--- config.mk ---
export PLATFORM = sky130hd
export DESIGN_NAME = cpvp_mul
export DESIGN_NICKNAME = d
export VERILOG_FILES = /design/src/design/cpvp_pkg.sv /design/src/design/cpvp_mul.sv
export SDC_FILE = /design/constraint.sdc
export NUM_CORES = 2
export LEC_CHECK = 0
export BUFFER_PORTS_ARGS = -buffer_cell sky130_fd_sc_hd__clkbuf_2
export CORE_ASPECT_RATIO = 0.7
export CORE_MARGIN = 3
export CORE_UTILIZATION = 60
export CTS_CLUSTER_DIAMETER = 200
export DETAILED_ROUTE_END_ITERATION = 10
export PLACE_DENSITY_LB_ADDON = 0.2
export SYNTH_ARGS = -nofsm -noshare
export SYNTH_HDL_FRONTEND = slang
export SYNTH_SLANG_ARGS = --single-unit
--- constraint.sdc ---
create_clock -name clk -period 8.6 [get_ports clk]
set_input_delay 1.72 -clock clk [delete_from_list [all_inputs] [get_ports clk]]
set_output_delay 1.72 -clock clk [all_outputs]
set_load 0.01 [all_outputs]
--- src/design/cpvp_pkg.sv ---
// ----------------------------------------------------------------------------
// cpvp_pkg
// Shared types, constants and helpers for the cascaded position/velocity PID.
// ----------------------------------------------------------------------------
package cpvp_pkg;

  localparam int DATA_W    = 32;               // Q16.16 word
  localparam int FRAC_W    = 16;
  localparam int MUL_W     = DATA_W + 1;       // room for unsigned dt
  localparam int PROD_W    = 2 * MUL_W;
  localparam int ACC_W     = PROD_W - FRAC_W;  // floored product / sum width
  localparam int DIV_STEPS = DATA_W + FRAC_W;  // quotient bits
  localparam int DIV_CNT_W = $clog2(DIV_STEPS);
  localparam int CFG_IDX_W = 3;

  typedef logic signed [DATA_W-1:0] q16_t;
  typedef logic signed [ACC_W-1:0]  acc_t;

  localparam acc_t SAT_HI      = acc_t'(64'sd2147483647);
  localparam acc_t SAT_LO      = acc_t'(-64'sd2147483648);
  localparam acc_t INTEG_LIMIT = acc_t'(64'sd655360);

  typedef enum logic [CFG_IDX_W-1:0] {
    REG_TARGET_POSITION = 3'd0,
    REG_OUTER_P_GAIN    = 3'd1,
    REG_OUTER_I_GAIN    = 3'd2,
    REG_OUTER_D_GAIN    = 3'd3,
    REG_INNER_P_GAIN    = 3'd4,
    REG_INNER_I_GAIN    = 3'd5,
    REG_INNER_D_GAIN    = 3'd6
  } reg_idx_t;

  typedef enum logic [3:0] {
    ST_IDLE,
    ST_ERR,
    ST_DIVGO,
    ST_INTEG,
    ST_PTERM,
    ST_ITERM,
    ST_DWAIT,
    ST_DMUL,
    ST_DTERM,
    ST_FIN,
    ST_OUT
  } state_t;

  typedef struct packed {
    logic                  start;
    logic [DIV_STEPS-1:0]  num;
    logic [DATA_W-1:0]     den;
  } div_req_t;

  typedef struct packed {
    logic                  done;
    logic [DIV_STEPS-1:0]  quo;
  } div_stat_t;

  function automatic q16_t sat32(input acc_t v);
    q16_t r;
    if (v > SAT_HI) begin
      r = {1'b0, {(DATA_W-1){1'b1}}};
    end else if (v < SAT_LO) begin
      r = {1'b1, {(DATA_W-1){1'b0}}};
    end else begin
      r = v[DATA_W-1:0];
    end
    return r;
  endfunction

endpackage

--- src/design/cpvp_mul.sv ---
// ----------------------------------------------------------------------------
// cpvp_mul
// Shared signed 33x33 multiplier with registered product.
// ----------------------------------------------------------------------------
module cpvp_mul import cpvp_pkg::*; (
  input  logic                     clk,
  input  logic signed [MUL_W-1:0]  a,
  input  logic signed [MUL_W-1:0]  b,
  output logic signed [PROD_W-1:0] p_r
);

  always_ff @(posedge clk) begin
    p_r <= a * b;
  end

endmodule

# --- Word-level counts from Yosys, hierarchy flattened ---
# Cells that the tools add are included.
word_totals:
  reg_bits: 66
  latchBits: 0
  mem_bits_rw: 0
  romBits: 0
  inputBits: 67
  wordCells: 2
  n_memories: 0
classes:
  add_sub_neg: 0
  multipliers: 1
  div_mod_pow: 0
  order_cmp: 0
  n_eq_ne: 0
  shifts: 0
  muxes: 0
  bitwise: 0
  reduce_logical: 0
op_table:
  columns: ["cell", "n"]
  rows:
  - ["multiplier 33 x 33 -> 66 bit", 1]

# --- Longest topological paths before layout ---
depth:
  depth_word: 1
  depth_mapped: 27

# --- Worst setup path before layout ---
# Ideal clock, no wire load.
synth_path:
  path_kind: "input -> register"
  from: "input a[32]"
  to: "register p_r[62]"
  arrival_ns: 8.877
  required_ns: 8.521
  path_slack_ns: -0.356
  path_stages: 23
  path_buffers: 2
  path_cell_list: "clkbuf_1 -> nand2_1 -> inv_1 -> fa_1 -> fa_1 -> fa_1 -> fa_1 -> fa_1 -> fa_1 -> fa_1 -> inv_1 -> fa_1 -> inv_1 -> ha_1 -> clkbuf_1 -> and3_1 -> nand3_1 -> nand2b_1 -> a2111oi_4 -> a211oi_4 -> a21o_2 -> a21o_1 -> a211oi_2"
synth_between:
  elab_chain_len: 1
synth_lines:
  columns: ["item", "line_no", "source"]
  rows:
  - ["from (decl)", "cpvp_mul.sv:7", "input logic signed [MUL_W-1:0] a,"]
  - ["multiplier 33 x 33 -> 66 bit", "cpvp_mul.sv:13", "p_r <= a * b;"]
  - ["to (signal assigned)", "cpvp_mul.sv:13", null]
  - ["to (decl)", "cpvp_mul.sv:9", "output logic signed [PROD_W-1:0] p_r"]
# No other way between the ends.

# --- Final worst setup path ---
layout_path:
  from: "input a[22]"
  to: "register p_r[58]"
# The elaborated chain is that of the path after synthesis.

==> summary by stage <==
Place
The routability-driven placement congestion ratio is 0.995. The half-perimeter wire length after detailed placement is 106,000 µm. The number of I/O port buffers is around 130.

In this run, placement finished with an instance count of 5,598.

Global route
The global route total overflow is 0. The via count of the first global-routing pass is 32,000. For this run, the total global-route usage over all layers was measured as a little over a third.

Entering global routing, the biggest net connects 27 pins. The wire length of the first global-routing pass is 189,000 µm. The initial antenna violation count was 9.

Final layout
The library cells used most frequently in the layout, excluding fill and tap cells, are sky130_fd_sc_hd__inv_1 (1,122), sky130_fd_sc_hd__fa_1 (1,098), sky130_fd_sc_hd__and2_1 (559). p_r holds more flip-flops than any other register. The register with the most flip-flops in the layout has 66 of them. In the final layout, the registers with the most flip-flops are p_r: 66 flops. The number of nets in the layout is 6,154. Cells fill 69.7% of the core in the end. The fraction of final layout cells with drive strength greater than 1 is 15.8%. For this run, the number of standard cells in the final layout without fillers is 5,622.

The layout overhead on the synthesized area is 14.3%. The most common cell after layout, fill and taps aside is sky130_fd_sc_hd__inv_1. The filler cell count in the final layout is around 5,200.

Yosys
After synthesis the cells add up to 40,700 µm². The share of the Yosys chip area taken by registers is 3.24%. The count of different cell masters after synthesis is 80. The number of nets handed over by synthesis was 5,767.

Counting flops with an async set or reset pin after synthesis yields a share of 0%. A synthesized cell averages 9.39 µm². The synthesized design contains 0 enable-type register cells. The number of warnings reported in the yosys synthesis log is 0.

The cell type with the largest total area after synthesis is sky130_fd_sc_hd__fa_1. The most used flip-flop cell after synthesis is sky130_fd_sc_hd__dfxtp_1. The flop and latch count out of synthesis is 66. In this run the biggest area consumer among cell types represents 56.3% of the synthesized area. The synthesized netlist cell count is 4,338. Ranked by total cell area, the synthesized netlist is headed by sky130_fd_sc_hd__fa_1 (56%), sky130_fd_sc_hd__inv_1 (10%), sky130_fd_sc_hd__and2_1 (8.6%), sky130_fd_sc_hd__ha_1 (6.7%), sky130_fd_sc_hd__nand2_1 (5.1%).

STA
The final hold violation count was 0. Setup violations remaining at the end of the flow were counted as 0. Setup repair after global routing could not meet its margin everywhere. The maximum clock frequency is 0.118 GHz.

The worst path uses 98.8% of the clock period. Measured against its own limit, the worst slew margin works out to 61.3%. The setup TNS is 0 ns. Hold timing on the final database bottoms out at a slack of 1.96 ns. The routed design could run at a clock period as short as 8.49 ns. For the pin with the worst max-slew slack, the measured transition is around 0.58 ns. The total count of max-transition violations in the final report is 0.

Clocking
Clock-pin slew was measured on the worst setup and hold paths at 0.06 ns. CTS built an H-tree with a depth of 3. CTS saw 66 sinks.

Counting along the longest clock path gives a buffer depth of 2. The number of buffers added by the clock tree synthesis step is 9. CTS placed an instance of sky130_fd_sc_hd__clkbuf_16 at the clock tree root. TritonCTS built the clock tree.

Setup path
The critical setup path kind is in2reg. For this run, the slowest stage of the critical path takes ~0.57 ns. The worst setup path is captured at a flip-flop. The library cell contributing the largest single delay on the critical path is sky130_fd_sc_hd__fa_1. The required time of the critical path is approximately 8.8 ns. Of all nets on the critical path, the largest fanout is 18. STA classifies the critical path startpoint as a primary input. Counting stages on the worst path, the most repeated cell is sky130_fd_sc_hd__fa_1. At the worst endpoint, the arrival time is 8.72 ns.

Routing
The first detailed-routing pass took 6 iterations. The post-route antenna net violation count is 0. For this block, the via count after detailed routing is 30,000. The detailed-route wire length per cell is 21.1 µm.

The total wire length after detailed routing is 118,000 µm. The detail-routed via count per cell is 5.33. The number of remaining DRC errors is 0.

The starting DRC count in detailed routing is 2,691.

Min path
The path class of the tightest hold or removal check is in2reg. The worst hold path depth is 3. The worst hold path terminates at p_r[0]. The origin of the worst min-delay path is b[0].

Status
The flow ran to the end, and the final reports show no timing, DRC or antenna violations.

Floorplanning
For this configuration, the core starts out at a cell density of 61.0%. 133 I/O pins were placed. Measured along the x axis, the die boundary spans ~320 µm.

The floorplan has 79 rows. The overall die area is 71,100 µm². The die height is 224 µm. The core region area is 66,800 µm².

Run
The number of maximum-capacitance constraint violations is 0.
==> area by class of cell <==
| cell class | instances | area [µm²] | area share (%) |
|---|---|---|---|
| diodes | 2 | 5.00 | 0.0107 |
| clock buffers | 10 | 229 | 0.492 |
| clock inverters | 5 | 56.3 | 0.121 |
| inverters | 1131 | 4250 | 9.12 |
| multi-input cells | 2920 | 34700 | 74.5 |
| flip-flops and latches | 66 | 1320 | 2.84 |
| well taps | 891 | 1110 | 2.39 |
| repair buffers | 597 | 4890 | 10.5 |
==> what timing repair did <==
action,4_1_cts,5_1_grt
hold buffers,0,0
endpoints found under the setup margin,21,36
gates cloned,0,2
setup buffers,0,5
resized for setup,9,162
pin swaps,1,61
hold endpoints to repair,0,0
==> metal layers <==
layer,GRT usage [%],wire length [µm],up-vias
li1,-,-,13100
met4,3.26,888,20
met1,53.7,52500,15200
met3,21.9,21800,69
met2,42.2,42600,1539
met5,5.10,683,-
==> cells in the mapped netlist, types with 7 or more instances <==
cell type,number
sky130_fd_sc_hd__fa_1,1145
sky130_fd_sc_hd__inv_1,1131
sky130_fd_sc_hd__and2_1,562
sky130_fd_sc_hd__nand2_1,551
sky130_fd_sc_hd__ha_1,217
sky130_fd_sc_hd__clkbuf_1,208
sky130_fd_sc_hd__nor2_1,68
sky130_fd_sc_hd__dfxtp_1,66
sky130_fd_sc_hd__a21oi_1,57
sky130_fd_sc_hd__xnor2_1,43
sky130_fd_sc_hd__a21o_1,36
sky130_fd_sc_hd__nand3_1,25
sky130_fd_sc_hd__o21ai_0,25
sky130_fd_sc_hd__xor2_1,25
sky130_fd_sc_hd__nand2b_1,12
sky130_fd_sc_hd__buf_2,11
sky130_fd_sc_hd__nand4_1,11
sky130_fd_sc_hd__o21bai_1,11
sky130_fd_sc_hd__a31oi_1,8
sky130_fd_sc_hd__a211oi_1,7
sky130_fd_sc_hd__nor3_1,7
==> worst max path at each step <==
stage,startpoint,endpoint,cells past startpoint
after floorplan,b[9],p_r[62],23
after global placement,b[9],p_r[58],25
after detailed placement,b[9],p_r[58],25
after CTS,a[11],p_r[58],25
after global routing,b[19],p_r[58],27
final,a[22],p_r[58],26
==> stage by stage <==
| stage | setup WS (ns) | area (µm²) |
|---|---|---|
| 4_1_cts | 0.000120 | 46000 |
| 3_3_place_gp | -0.414 | 45700 |
| 3_5_place_dp | -0.516 | 45700 |
| 5_1_grt | -0.0985 | 46600 |
| 2_1_floorplan | 0.0152 | 40700 |
| 6_report | 0.105 | 46600 |
==> worst max-delay path: cells and delay by family <==
family          cells  cell delay, ns
compound gates      7            1.61
fa+ha+maj           9            4.34
buf+inv             8            0.58
simple gates        2            0.46
==> logic make-up after synthesis <==
logic type	Yosys count	share of synthesized area, %
AOI/OAI and AO/OA	219	4.07
xor gates and xnor gates	68	1.46
and+or+nand+nor	1271	15.8
buffers and inverters	1352	12.5
adders and majority gates	1362	62.9
DFF	66	3.24
Power is left out: the tool's default activity adds up to more than one toggle a clock period on the data nets, which glitch-free logic cannot reach.
