==> src/design/cpvp_pkg.sv <==
// ----------------------------------------------------------------------------
// cpvp_pkg
// Shared types, constants and helpers for the cascaded position/velocity PID.
// ----------------------------------------------------------------------------
package cpvp_pkg;

  localparam int DATA_W    = 32;               // Q16.16 word
  localparam int FRAC_W    = 16;
  localparam int MUL_W     = DATA_W + 1;       // room for unsigned dt
  localparam int PROD_W    = 2 * MUL_W;
  localparam int ACC_W     = PROD_W - FRAC_W;  // floored product / sum width
  localparam int DIV_STEPS = DATA_W + FRAC_W;  // quotient bits
  localparam int DIV_CNT_W = $clog2(DIV_STEPS);
  localparam int CFG_IDX_W = 3;

  typedef logic signed [DATA_W-1:0] q16_t;
  typedef logic signed [ACC_W-1:0]  acc_t;

  localparam acc_t SAT_HI      = acc_t'(64'sd2147483647);
  localparam acc_t SAT_LO      = acc_t'(-64'sd2147483648);
  localparam acc_t INTEG_LIMIT = acc_t'(64'sd655360);

  typedef enum logic [CFG_IDX_W-1:0] {
    REG_TARGET_POSITION = 3'd0,
    REG_OUTER_P_GAIN    = 3'd1,
    REG_OUTER_I_GAIN    = 3'd2,
    REG_OUTER_D_GAIN    = 3'd3,
    REG_INNER_P_GAIN    = 3'd4,
    REG_INNER_I_GAIN    = 3'd5,
    REG_INNER_D_GAIN    = 3'd6
  } reg_idx_t;

  typedef enum logic [3:0] {
    ST_IDLE,
    ST_ERR,
    ST_DIVGO,
    ST_INTEG,
    ST_PTERM,
    ST_ITERM,
    ST_DWAIT,
    ST_DMUL,
    ST_DTERM,
    ST_FIN,
    ST_OUT
  } state_t;

  typedef struct packed {
    logic                  start;
    logic [DIV_STEPS-1:0]  num;
    logic [DATA_W-1:0]     den;
  } div_req_t;

  typedef struct packed {
    logic                  done;
    logic [DIV_STEPS-1:0]  quo;
  } div_stat_t;

  function automatic q16_t sat32(input acc_t v);
    q16_t r;
    if (v > SAT_HI) begin
      r = {1'b0, {(DATA_W-1){1'b1}}};
    end else if (v < SAT_LO) begin
      r = {1'b1, {(DATA_W-1){1'b0}}};
    end else begin
      r = v[DATA_W-1:0];
    end
    return r;
  endfunction

endpackage

==> src/design/cpvp_div.sv <==
// ----------------------------------------------------------------------------
// cpvp_div
// Radix-2 restoring divider, one quotient bit per cycle, unsigned operands.
// ----------------------------------------------------------------------------
module cpvp_div import cpvp_pkg::*; (
  input  logic      clk,
  input  logic      rst_n,
  input  div_req_t  req,
  output div_stat_t stat
);

  logic                 busy_r, busy_nxt;
  logic                 done_r, done_nxt;
  logic [DIV_CNT_W-1:0] cnt_r, cnt_nxt;
  logic [DATA_W-1:0]    rem_r, rem_nxt;
  logic [DIV_STEPS-1:0] work_r, work_nxt;
  logic [DATA_W-1:0]    den_r, den_nxt;

  logic [DATA_W:0]      trial;
  logic [DATA_W:0]      trial_sub;
  logic                 ge;

  assign trial     = {rem_r, work_r[DIV_STEPS-1]};
  assign ge        = trial >= {1'b0, den_r};
  assign trial_sub = trial - {1'b0, den_r};

  always_comb begin
    busy_nxt = busy_r;
    done_nxt = done_r;
    cnt_nxt  = cnt_r;
    rem_nxt  = rem_r;
    work_nxt = work_r;
    den_nxt  = den_r;
    if (req.start) begin
      busy_nxt = 1'b1;
      done_nxt = 1'b0;
      cnt_nxt  = '0;
      rem_nxt  = '0;
      work_nxt = req.num;
      den_nxt  = req.den;
    end else if (busy_r) begin
      rem_nxt  = ge ? trial_sub[DATA_W-1:0] : trial[DATA_W-1:0];
      work_nxt = {work_r[DIV_STEPS-2:0], ge};
      cnt_nxt  = cnt_r + 1'b1;
      if (cnt_r == DIV_CNT_W'(DIV_STEPS - 1)) begin
        busy_nxt = 1'b0;
        done_nxt = 1'b1;
      end
    end
  end

  always_ff @(posedge clk) begin
    if (!rst_n) begin
      busy_r <= 1'b0;
      done_r <= 1'b0;
      cnt_r  <= '0;
    end else begin
      busy_r <= busy_nxt;
      done_r <= done_nxt;
      cnt_r  <= cnt_nxt;
    end
  end

  always_ff @(posedge clk) begin
    rem_r  <= rem_nxt;
    work_r <= work_nxt;
    den_r  <= den_nxt;
  end

  assign stat.done = done_r;
  assign stat.quo  = work_r;

endmodule

==> config.mk <==
export PLATFORM = sky130hd
export DESIGN_NAME = cpvp_div
export DESIGN_NICKNAME = d
export VERILOG_FILES = /design/src/design/cpvp_pkg.sv /design/src/design/cpvp_div.sv
export SDC_FILE = /design/constraint.sdc
export NUM_CORES = 1
export LEC_CHECK = 0
export BUFFER_PORTS_ARGS = -buffer_cell sky130_fd_sc_hd__buf_2
export CAP_MARGIN = 15
export CORE_ASPECT_RATIO = 0.8
export CORE_UTILIZATION = 60
export DETAILED_ROUTE_END_ITERATION = 8
export PLACE_DENSITY_LB_ADDON = 0.1
export SLEW_MARGIN = 30
export SYNTH_ARGS = -nofsm -noshare
export SYNTH_HDL_FRONTEND = slang
export SYNTH_SLANG_ARGS = --single-unit
==> constraint.sdc <==
create_clock -name clk -period 6.4 [get_ports clk]
set_input_delay 0.64 -clock clk [delete_from_list [all_inputs] [get_ports clk]]
set_output_delay 0.64 -clock clk [all_outputs]
set_load 0.05 [all_outputs]
* Word level (Yosys, flattened, before mapping)
Index checks and enable logic that the tools add are counted.
** Word-level totals
- Register bits after elaboration :: 120
- Output and inout port bits :: 49
** Operators by class
- Add/subtract/negate cells :: 2
- Magnitude comparators :: 1
- Eq/ne operators :: 1
- Muxes and demuxes :: 6
- Bitwise gates (word level) :: 1
- Reduce and logical (&&, ||, !) cells :: 3
** Operators with widths (number)
- 48-bit 2-to-1 mux :: 2
- 33-bit by 32-bit >= comparator with 1-bit output :: 1
- 32-bit 2-to-1 mux :: 1
- 32-bit subtractor :: 1
- 6-bit by 1-bit adder with 6-bit output, second input constant :: 1
- 6-bit equality test, second input constant :: 1
- 1-bit 2-to-1 mux :: 3
- 2-bit AND reduction :: 1
- 2-bit nonzero test :: 1
- 2-bit OR reduction :: 1
- 1-bit inverter :: 1

* Logic depth before layout (Yosys ltp)
- Depth after elaboration :: 4
- Depth in mapped cells :: 13

* Worst setup path after synthesis
No wires, ideal clock.
- Path kind :: reg2reg
- Start point :: reg work_r[47]
- End point :: reg rem_r[25]
- Setup time :: 0.128 ns
- Arrival :: 2.845 ns
- Path slack :: 3.427 ns
- Stages on the path, launching flop included :: 13
- Path buffers :: 1
- Clock period less this slack :: 2.973 ns
- Cells stage by stage :: edfxtp_1 -> inv_1 -> ha_1 -> nor2b_1 -> o21bai_4 -> a2111oi_2 -> or3b_4 -> o211ai_4 -> a31oi_4 -> buf_6 -> mux2_1 -> mux2i_1 -> nor2_1
** Between the ends
- Word-level cells in the longest chain between the ends :: 2
** Ends and longest elaborated chain
- start, declared :: RTL line cpvp_div.sv:16 : logic [DIV_STEPS-1:0] work_r, work_nxt;
- start signal, assigned :: RTL line cpvp_div.sv:66 : work_r <= work_nxt;
- 32-bit subtractor / 33-bit by 32-bit >= comparator with 1-bit output (equally long branches) :: RTL line cpvp_div.sv:25, cpvp_div.sv:24
- 32-bit 2-to-1 mux (*) :: RTL line cpvp_div.sv:42 : rem_nxt = ge ? trial_sub[DATA_W-1:0] : trial[DATA_W-1:0];
- end signal, assigned :: RTL line cpvp_div.sv:65 : rem_r <= rem_nxt;
- end, declared :: RTL line cpvp_div.sv:15 : logic [DATA_W-1:0] rem_r, rem_nxt;
Every way passes the cells marked *; elsewhere a longest branch is shown, timed or not.
A chain may end at the register's enable or synchronous reset.

* Final worst setup path
- Start point :: reg den_r[1]
- End point :: reg rem_r[27]
** Between the ends
- Word-level cells in the longest chain between the ends :: 2
** Ends and longest elaborated chain
- start, declared :: RTL line cpvp_div.sv:17 : logic [DATA_W-1:0] den_r, den_nxt;
- start signal, assigned :: RTL line cpvp_div.sv:67 : den_r <= den_nxt;
- 32-bit subtractor / 33-bit by 32-bit >= comparator with 1-bit output (equally long branches) :: RTL line cpvp_div.sv:25, cpvp_div.sv:24
- 32-bit 2-to-1 mux (*) :: RTL line cpvp_div.sv:42
Marked as above.

==> impl_metrics.json <==
{
  "outcome": "completed",
  "intPower_mw": 1.780,
  "cp_num_buf_inv": 2,
  "hold_viol": 0,
  "clock-root-buffer": "clkbuf_16",
  "io_pins": 132,
  "vias": 5054,
  "crit_type": "reg -> reg",
  "synth-seq-cells": 120,
  "crit_required_ps": 6720,
  "fin_crit_sh_pct": 51.95,
  "final_cells": 891,
  "postSynthNetCount": 730,
  "antenna_found_initial": 0,
  "wl_per_cell_um": 16.03,
  "drive_above_1_share_pct": 29.45,
  "start_util_pct": 61.63,
  "top_usage_layer": "met2",
  "viasPerCell": 5.672,
  "final_common_cell": "buf_2",
  "ys.flop_type": "edfxtp_1",
  "cts_resized": 0,
  "met1_usage_pct": 34.13,
  "critical-path-top-delay-family": "compound AO/OA/AOI/OAI gates",
  "diodes": 0,
  "clock_latency_ps": 420,
  "pwr-share-clk_pct": 39.1,
  "postPlaceCellArea_um2": 7382,
  "slew_headroom_pct": 45.49,
  "finClkSkew_ps": 12.45,
  "first_global_vias": 4798,
  "pwr-share-comb_pct": 23.7,
  "gr-total-overflow": 0,
  "dp.cells": 859,
  "worst_pin_slew_ps": 817.7,
  "cp-start-kind": "register",
  "drt_iter0_markers": 395,
  "endpoint_kind": "register",
  "drc_errors": 0,
  "min_path_type": "in -> reg",
  "cts_hold_buf": 0,
  "grt_use_met2_pct": 40.52,
  "coreArea_um2": 10850,
  "cts_buffers": 17,
  "timing.hold.ws_ps": 393.8,
  "ys_async_sr_fraction_pct": 0,
  "htree_levels": 4,
  "die_h_um": 96.41,
  "synth_cells": 613,
  "syn-cell-area_um2": 6685,
  "grt_max_degree": 69,
  "place_congestion": 0.8660,
  "reg2reg_from": "den_r[1]",
  "maxCapViolCount": 0,
  "use_met3_pct": 6.631,
  "routed_wl_um": 14290,
  "fin_crit_ps": 3325,
  "setup_viol": 0,
  "die_area_um2": 11570,
  "die_w_um": 120.0,
  "total_power_mw": 2.544,
  "num_rows": 34,
  "drt_first_pass_iters": 5,
  "synth-seq-area-share_pct": 47.91,
  "r2r_cells": 11,
  "ff2ff_setup_slack_ps": 3080,
  "place_hpwl_um": 9890,
  "post-cts-setup-buffer-count": 0,
  "ys_types": 56,
  "rsz0062_at_grt": "no",
  "cp_slowest_cell": "buf_4",
  "min_from": "req[15]",
  "avgSynthCellArea_um2": 10.91,
  "leakagePower_nw": 3.360,
  "clk_pin_slew_ps": 50,
  "final_cell_area_um2": 7994,
  "fillers": 754,
  "slowest_delay_ps": 490,
  "p_sw_share_pct": 30.04,
  "area_delta_synth_final_pct": 19.58,
  "fin_tns_setup_ps": 0,
  "nets": 851,
  "p_switching_uw": 764.4,
  "grt_use_total_pct": 25.97,
  "critPathMaxFanout": 41,
  "synth_edf_count": 80,
  "ir_drop_uv": 199.5,
  "cp.depth": 11,
  "p_per_area_nw_per_um2": 318.3,
  "io_buffer_count": 131,
  "ys_warn_count": 0,
  "hold_path_depth": 1,
  "antenna_left": 0,
  "cts_tree": "built",
  "drv_slew": 0,
  "cts_buffer_depth": 2,
  "crit_start": "den_r[1]",
  "p_seq_share_pct": 37.2,
  "cp_cell_sequence": "inv_1, ha_1, nor2b_1, o21bai_4, a2111oi_2, or3b_4, o211ai_4, a31oi_4, buf_4, or4b_1, a41oi_1",
  "grt_pass1_wl_um": 23160,
  "worst_ep_arrival_time_ps": 3650,
  "final_cell_mix": "buf_2, edfxtp_1, nor2_1",
  "cts.sinks": 120,
  "fmax_mhz": 300.8
}
## cell families after synthesis
| family | count (synthesis) | synth area share (%) |
|---|---|---|
| xor gates and xnor gates | 31 | 4.061 |
| DFF | 120 | 47.91 |
| AOI/OAI and AO/OA | 137 | 14.30 |
| adders and majority gates | 34 | 6.476 |
| and+or+nand+nor | 138 | 9.508 |
| buffers and inverters | 73 | 4.810 |
| muxes | 80 | 12.93 |
## layer usage
metal  wire length, um  part of all wire, %  vias to the layer above
met2              6482                   45                      169
li1                  -                    -                     2492
met5                 0                    0                        -
met3               871                  6.1                       28
met4               278                  1.9                        0
met1              6652                   47                     2365
## Yosys cell counts, types with 2 or more instances
| cell type | number | area share, % |
|---|---|---|
| a211oi_1 | 25 | 2.8 |
| a21boi_0 | 2 | 0.22 |
| a21o_1 | 7 | 0.79 |
| a21oi_1 | 41 | 3.1 |
| a311oi_1 | 2 | 0.26 |
| a31oi_1 | 5 | 0.47 |
| a41oi_1 | 3 | 0.39 |
| and3_1 | 2 | 0.19 |
| buf_12 | 2 | 0.60 |
| buf_2 | 3 | 0.22 |
| clkbuf_1 | 24 | 1.3 |
| dfxtp_1 | 40 | 12 |
| edfxtp_1 | 80 | 36 |
| ha_1 | 33 | 6.2 |
| inv_1 | 41 | 2.3 |
| mux2_1 | 2 | 0.34 |
| mux2_2 | 49 | 8.3 |
| mux2i_1 | 29 | 4.3 |
| nand2_1 | 37 | 2.1 |
| nand2b_1 | 6 | 0.56 |
| nand3_1 | 6 | 0.45 |
| nand4_1 | 13 | 1.2 |
| nor2_1 | 53 | 3.0 |
| nor2b_1 | 6 | 0.56 |
| nor3_1 | 4 | 0.30 |
| o211ai_1 | 6 | 0.67 |
| o21a_1 | 9 | 1.0 |
| o21ai_0 | 13 | 0.97 |
| o21bai_1 | 7 | 0.79 |
| o2bb2ai_1 | 2 | 0.26 |
| o31ai_1 | 4 | 0.45 |
| or3_1 | 4 | 0.37 |
| xnor2_1 | 17 | 2.2 |
| xor2_1 | 14 | 1.8 |
## area by class of cell
cell class / count / area, um^2 / share of cell area [%]
sequential: 120 / 3204 / 40.08
multi-input combinational: 420 / 3163 / 39.57
timing repair buffer: 134 / 680.7 / 8.515
clock buffer: 20 / 436.7 / 5.463
tap: 144 / 180.2 / 2.254
clock inverter: 12 / 175.2 / 2.191
inverter: 41 / 153.9 / 1.925
## worst register-to-register path: cells and delay by family, from the launching register on
kind	cells	cell delay [ps]
AO/OA/AOI/OAI	5	1020
adder cells (fa/ha/maj)	1	280
buffers and inverters	2	540
flip-flops	1	370
AND/OR/NAND/NOR	3	1050
## path summary, 6_finish.rpt
path | to
setup / recovery | rem_r[27]
hold / removal | den_r[15]
setup reg to reg | rem_r[27]
hold reg to reg | rem_r[11]
## power groups by stage
| stage | logic (mW) | registers [mW] | clock network [mW] |
|---|---|---|---|
| final | 0.603 | 0.947 | 0.994 |
| after global routing | 0.653 | 0.956 | 1.04 |
| after CTS | 0.601 | 0.947 | 1.00 |
| after detailed placement | 0.593 | 0.962 | 0 |
| after global placement | 0.584 | 0.958 | 0 |
| after floorplan | 0.362 | 1.07 | 0 |
## metrics by stage
stage	utilization, %	setup WS (ps)
floorplan	-	3427
CTS	73.69	3090
global route	73.69	2831
detailed placement	68.05	3118
global placement	68.03	3212
finish	73.69	3075
## sequential cells by signal (all words and copies together), names as in the netlist
name    count
rem_r      32
done_r      1
cnt_r       6
busy_r      1
den_r      32
work_r     48
(Power assumes the default switching activity.)
